`src/hdl/spq_pkg.sv`:
```
// ---------------------------------------------------------------------------
// spq_pkg - shared types and constants for the sorted insert priority queue
// Holds the payload structs, the status codes and the control struct that
// goes from the top level to every storage cell.
// ---------------------------------------------------------------------------
package spq_pkg;

  localparam int DATA_W       = 32;
  localparam int OCC_W        = 5;
  localparam int CAPACITY_DEF = 16;

  // Operation codes carried in the mode field
  localparam logic MODE_ENQ = 1'b0;
  localparam logic MODE_DEQ = 1'b1;

  typedef enum logic [1:0] {
    ST_DONE  = 2'd0,
    ST_FULL  = 2'd1,
    ST_EMPTY = 2'd2
  } status_t;

  typedef struct packed {
    logic                     mode;
    logic signed [DATA_W-1:0] value;
  } in_t;

  typedef struct packed {
    status_t                  status;
    logic signed [DATA_W-1:0] removed_value;
    logic [OCC_W-1:0]         occupancy;
  } out_t;

  // Broadcast to all cells for one transaction
  typedef struct packed {
    logic                     enq;
    logic                     deq;
    logic signed [DATA_W-1:0] value;
  } spq_ctrl_t;

endpackage

```
`src/hdl/spq_cell.sv`:
```
// ---------------------------------------------------------------------------
// spq_cell - one slot of the sorted shift-register queue
// Holds one value, compares it with the broadcast insert value and takes
// its own, the new, or a neighbour's value on each transaction.
// ---------------------------------------------------------------------------
module spq_cell
  import spq_pkg::*;
#(
  parameter int IDX   = 0,
  parameter int CNT_W = 5
) (
  input  logic                     clk,
  input  spq_ctrl_t                ctrl,
  input  logic [CNT_W-1:0]         count,
  input  logic signed [DATA_W-1:0] left_value,
  input  logic                     left_ins,
  input  logic signed [DATA_W-1:0] right_value,
  output logic signed [DATA_W-1:0] value,
  output logic                     ins
);

  logic signed [DATA_W-1:0] stored;
  logic signed [DATA_W-1:0] stored_next;
  logic                     occupied;

  // Slot lies at or behind the insertion point: empty, or holds a greater value
  assign occupied = CNT_W'(IDX) < count;
  assign ins      = !occupied || (stored > ctrl.value);
  assign value    = stored;

  // Dequeue shifts toward the head; enqueue shifts toward the tail from the slot on
  always_comb begin
    stored_next = stored;
    if (ctrl.deq) begin
      stored_next = right_value;
    end else if (ctrl.enq && ins) begin
      stored_next = left_ins ? left_value : ctrl.value;
    end
  end

  always_ff @(posedge clk) begin
    stored <= stored_next;
  end

endmodule

```
`src/hdl/sorted_insert_priority_queue_top.sv`:
```
// ---------------------------------------------------------------------------
// sorted_insert_priority_queue_top - minimum priority queue, sorted cells
// Row of CAPACITY cells kept in ascending order; equal values leave FIFO.
// ---------------------------------------------------------------------------
// Usage:
//   Input channel (in_valid/in_stall/in_data) carries one operation per
//   transaction: mode 0 enqueues in_data.value, mode 1 dequeues the minimum.
//   Output channel (out_valid/out_stall/out_data) returns exactly one result
//   per operation: status, removed value (-1 when empty, 0 for enqueue) and
//   the occupancy after the operation.
//   The result is registered at the edge that accepts the operation.
//   Throughput is one operation per cycle while no result waits stalled, set
//   by the cell row, where every cell compares against the broadcast value
//   and shifts in the same cycle.
//   When the receiver stalls, the result register holds and in_stall rises
//   until that result is taken; nothing is lost or repeated.
//   Reset (rst, synchronous) empties the queue and clears out_valid; cell
//   contents are left as they were and are never read until rewritten.
// ---------------------------------------------------------------------------
module sorted_insert_priority_queue_top
  import spq_pkg::*;
#(
  parameter int CAPACITY = CAPACITY_DEF
) (
  input  logic clk,
  input  logic rst,
  input  logic in_valid,
  output logic in_stall,
  input  in_t  in_data,
  output logic out_valid,
  input  logic out_stall,
  output out_t out_data
);

  localparam int CNT_W = $clog2(CAPACITY + 1);

  logic [CNT_W-1:0]         count;
  logic [CNT_W-1:0]         count_next;
  logic                     accept;
  logic                     full;
  logic                     empty;
  spq_ctrl_t                ctrl;
  out_t                     result;
  logic signed [DATA_W-1:0] cell_value [CAPACITY];
  logic                     cell_ins   [CAPACITY];

  // Handshake: take a new transaction unless a result waits stalled
  assign in_stall = out_valid && out_stall;
  assign accept   = in_valid && !in_stall;
  assign full     = count == CNT_W'(CAPACITY);
  assign empty    = count == '0;

  // Broadcast control to the cells
  always_comb begin
    ctrl.enq   = accept && (in_data.mode == MODE_ENQ) && !full;
    ctrl.deq   = accept && (in_data.mode == MODE_DEQ) && !empty;
    ctrl.value = in_data.value;
  end

  // Count update and result formation
  always_comb begin
    count_next           = count;
    result.status        = ST_DONE;
    result.removed_value = '0;
    if (in_data.mode == MODE_ENQ) begin
      if (full) begin
        result.status = ST_FULL;
      end else begin
        count_next = count + CNT_W'(1);
      end
    end else begin
      if (empty) begin
        result.status        = ST_EMPTY;
        result.removed_value = '1;
      end else begin
        result.removed_value = cell_value[0];
        count_next           = count - CNT_W'(1);
      end
    end
    result.occupancy = OCC_W'(count_next);
  end

  always_ff @(posedge clk) begin
    if (rst) begin
      count <= '0;
    end else if (accept) begin
      count <= count_next;
    end
  end

  // Output register
  always_ff @(posedge clk) begin
    if (rst) begin
      out_valid <= 1'b0;
    end else if (accept) begin
      out_valid <= 1'b1;
    end else if (!out_stall) begin
      out_valid <= 1'b0;
    end
  end

  always_ff @(posedge clk) begin
    if (accept) begin
      out_data <= result;
    end
  end

  // Cell row: head at index 0
  for (genvar i = 0; i < CAPACITY; i++) begin : g_cell
    logic signed [DATA_W-1:0] left_value;
    logic                     left_ins;
    logic signed [DATA_W-1:0] right_value;

    if (i == 0) begin : g_head
      assign left_value = '0;
      assign left_ins   = 1'b0;
    end else begin : g_body
      assign left_value = cell_value[i-1];
      assign left_ins   = cell_ins[i-1];
    end

    if (i == CAPACITY - 1) begin : g_tail
      assign right_value = '0;
    end else begin : g_inner
      assign right_value = cell_value[i+1];
    end

    spq_cell #(
      .IDX   (i),
      .CNT_W (CNT_W)
    ) u_cell (
      .clk         (clk),
      .ctrl        (ctrl),
      .count       (count),
      .left_value  (left_value),
      .left_ins    (left_ins),
      .right_value (right_value),
      .value       (cell_value[i]),
      .ins         (cell_ins[i])
    );
  end

endmodule

```
`config.mk`:
```
export PLATFORM = sky130hd
export DESIGN_NAME = sorted_insert_priority_queue_top
export DESIGN_NICKNAME = d
export VERILOG_FILES = /design/src/hdl/spq_pkg.sv /design/src/hdl/spq_cell.sv /design/src/hdl/sorted_insert_priority_queue_top.sv
export SDC_FILE = /design/constraint.sdc
export NUM_CORES = 2
export LEC_CHECK = 0
export ABC_AREA = 1
export BUFFER_PORTS_ARGS = -buffer_cell sky130_fd_sc_hd__buf_2
export CAP_MARGIN = 20
export CORE_AREA = 5 5 312 314
export CTS_CLUSTER_DIAMETER = 50
export CTS_CLUSTER_SIZE = 28
export DETAILED_ROUTE_END_ITERATION = 10
export DIE_AREA = 0 0 317 319
export HOLD_SLACK_MARGIN = 0.08
export SYNTH_ARGS = -nofsm -noshare
export SYNTH_HDL_FRONTEND = slang
export SYNTH_SLANG_ARGS = --single-unit
```
`constraint.sdc`:
```
create_clock -name clk -period 5.55 [get_ports clk]
set_input_delay 0.8325 -clock clk [delete_from_list [all_inputs] [get_ports clk]]
set_output_delay 0.8325 -clock clk [all_outputs]
set_load 0.01 [all_outputs]
```
==> out/results.md <==
Route
* **total vias in the final route** 40400
* **DRT antenna net count** 0
* **number of detailed-routing iterations run before antenna repair** 6
* **Routed Wire Length** 155 mm
* **number of DRC violations after detailed routing** 0
* **number of vias per cell** 5.69
* **routed len/inst** 21.9 µm
* **DRC marker count from the first detailed-route iteration** 4246

Placement
* **RePlAce Congestion** 0.909
* **count of input and output buffers** 77
* **placed wire-length estimate after detailed placement** 109 mm
* **Placed Instances** 6933
* **worst slack, placed** 0.897 ns

Critical path
* **critical path class** in -> reg
* **Register-to-Register Path Depth** 9
* **required time reported for the critical path endpoint** 6.14 ns
* **endpoint of the lowest-slack register-to-register path** g_cell[7].u_cell.value[20]
* **largest fanout of any net on the critical path** 32
* **arrival time of the worst setup path** 4.69 ns
* **Critical Path Start Type** input port
* **Register-to-Register Setup Slack** 1.61 ns
* **launching point of the worst reg2reg path** count[1]
* **Crit. End Element** flip-flop

Synth
* **sequential fraction of the synthesis area** 38.0%
* **Mapped Cells** 5746
* **mean post-synth cell area** 7.49 µm²
* **area leader, netlist** edfxtp_1
* **number of distinct library cells after synthesis** 42
* **register bit total from synthesis** 557
* **Post-Synthesis Cell Area** 43000 µm²
* **area share of the leading cell type in the synthesized netlist** 36.2%
* **Synth Net Count** 6298
* **Area contributors post-synth** edfxtp_1, nand2_1, ha_1
* **Yosys warnings** 0

Floorplan
* **vertical die dimension** 319 µm
* **placeable core area** 94300 µm²
* **Initial Util** 45.6%
* **number of primary I/O pins** 78
* **site row count** 113
* **full die area** 101000 µm²
* **die width** 317 µm

Job
* **number of maximum-capacitance violations** 0

Timing
* **Fmax achieved** 0.244 GHz
* **part of the cycle the worst path needs** 73.8%
* **worst relative slew slack** 24.8%
* **Max Slew Vio Count** 0
* **Tightest Pin Transition** 1.13 ns
* **post-route minimum period** 4.09 ns
* **final setup fails** 0
* **final setup margin** 1.46 ns
* **final-layout setup total negative slack** 0 ns
* **setup repair after global routing missed its margin** false
* **final-report hold violation count** 0
* **setup clock skew after layout** 0.0247 ns

CTS
* **post-CTS clock slew at the launch and capture registers of the worst setup and hold paths** 0.05 ns
* **number of H-tree levels** 3
* **maximum number of buffers from clock root to sink** 3
* **post-CTS setup buffer count** 0
* **clk sinks** 557
* **clock latency on the worst-skew pair** 0.67 ns
* **CTS Hold Bufs** 0
* **clock buffers created by TritonCTS** 92
* **clock tree from TritonCTS** built
* **Root Buffer** clkbuf_16
* **post-CTS resize count** 0

GRT
* **number of antenna violations at the first check in global routing** 4
* **via count of the first global-routing pass** 39000
* **largest net degree at the start of global routing** 200
* **global-route wire length before repair** 235 mm
* **Global Route Usage Sum** 29.9%
* **grt ovf** 0

Final layout
* **post-layout net count** 6314
* **final cell count without fillers** 7106
* **share of layout cells above drive strength 1** 7.62%
* **layout overhead on the synthesized area** 11.5%

Pwr
* **power per cell area** 369 nW/µm²
* **Final Power** 17.7 mW
* **maximum vdd drop** 0.246 mV
* **leakage component of the power** 23.9 nW

Min path
* **worst hold path cell count** 2
* **end point of the worst hold path** out_valid
* **Min-Delay Path Class** in -> reg
* **origin of the worst min-delay path** rst

Status
* **result of the run** completed

## cell usage after synthesis, drive strengths merged
cell type,instances
nand2,2027
nand3,985
inv,632
edfxtp,519
ha,515
a21oi,281
nor2,210
buf,171
clkbuf,122
o21ai,110
nand4,42
dfxtp,38
nor3,21
o21a,16
nand3b,14
nor4,12
o21bai,12
nor3b,4
a21o,3
clkinv,3
xnor2,2
a211oi,1
a31o,1
a31oi,1
and3,1
mux2,1
o22ai,1
xor2,1
## cells by family after synthesis
group	share of synthesized area [%]
buffers and inverters	8.92
AO/OA/AOI/OAI	5.16
multiplexers	0.0262
flip-flops	38.0
AND/OR/NAND/NOR	32.9
XOR/XNOR	0.0611
adder cells (fa/ha/maj)	15.0
## worst max path at each step
stage | from | endpoint | slack, ns | depth (start not counted)
floorplan | out_stall | g_cell[0].u_cell.value[0] | 0.68 | 9
global placement | in_data[26] | g_cell[14].u_cell.value[18] | 0.95 | 14
detailed placement | in_data[26] | g_cell[14].u_cell.value[16] | 0.90 | 14
CTS | in_data[26] | g_cell[14].u_cell.value[29] | 1.58 | 14
global route | count[1] | g_cell[0].u_cell.value[0] | 1.33 | 9
finish | in_data[27] | g_cell[15].u_cell.value[13] | 1.46 | 14
## state kept, by name, indices dropped and copies added, names as in the netlist
| register | cells |
|---|---|
| g_cell.u_cell.value | 512 |
| out_data | 39 |
| count | 5 |
| out_valid | 1 |
## metal layers
metal | part of all wire [%] | GRT usage [%] | vias up
li1 | - | - | 19100
met1 | 41 | 39.7 | 19300
met2 | 46 | 48.2 | 1625
met3 | 7.4 | 4.88 | 399
met4 | 5.1 | 13.2 | 2
met5 | 0.0077 | 0 | -
## worst max-delay path, cell delays in order
cell and delay, ns:
buf_2 0.09, clkinv_1 0.81, ha_1 0.70, nand2_1 0.07, nor2_1 0.11, nand2_1 0.09, nor3b_2 0.32, nand4_1 0.27
nand3_4 0.18, buf_4 0.39, nand3_1 0.42, nand2_1 0.21, nor2_1 0.05, nor2_1 0.11
## per-stage QoR
stage | hold slack [ns] | instance area, µm² | util (%)
2_1_floorplan | 0.492 | 43000 | -
3_3_place_gp | 0.467 | 44800 | 47.5
3_5_place_dp | 0.473 | 44800 | 47.5
4_1_cts | 0.409 | 48000 | 50.9
5_1_grt | 0.435 | 48000 | 50.9
6_report | 0.445 | 48000 | 50.9
## cells in the final DEF, fill, tap and decap left out, types with 14 or more instances in the layout
cell type,netlist,layout
inv_1,628,600
nor2_1,206,204
clkinv_1,2,29
ha_1,515,515
o21a_1,16,16
a21oi_1,281,281
nand2_2,20,20
edfxtp_1,519,519
nand4_1,42,42
nor3_1,21,21
nand3_1,974,974
dfxtp_1,38,38
nand2_1,2005,2005
clkbuf_16,0,96
o21ai_0,103,103
nand3b_1,14,14
buf_4,42,125
buf_2,120,77
## layout make-up
cell class	instances	area, µm²
well taps	1265	1580
flip-flops and latches	557	16300
diodes	2	5.00
fillers	9430	46300
multi-input cells	4261	22900
clock inverters	64	709
repair buffers	215	1590
inverters	635	2400
clock buffers	107	2470
## power by group
part,internal (mW),switching [mW]
logic,1.71,3.61
registers,5.62,0.726
clock network,3.67,2.37
total,11.0,6.71
Power figures use the tool's default switching activity.
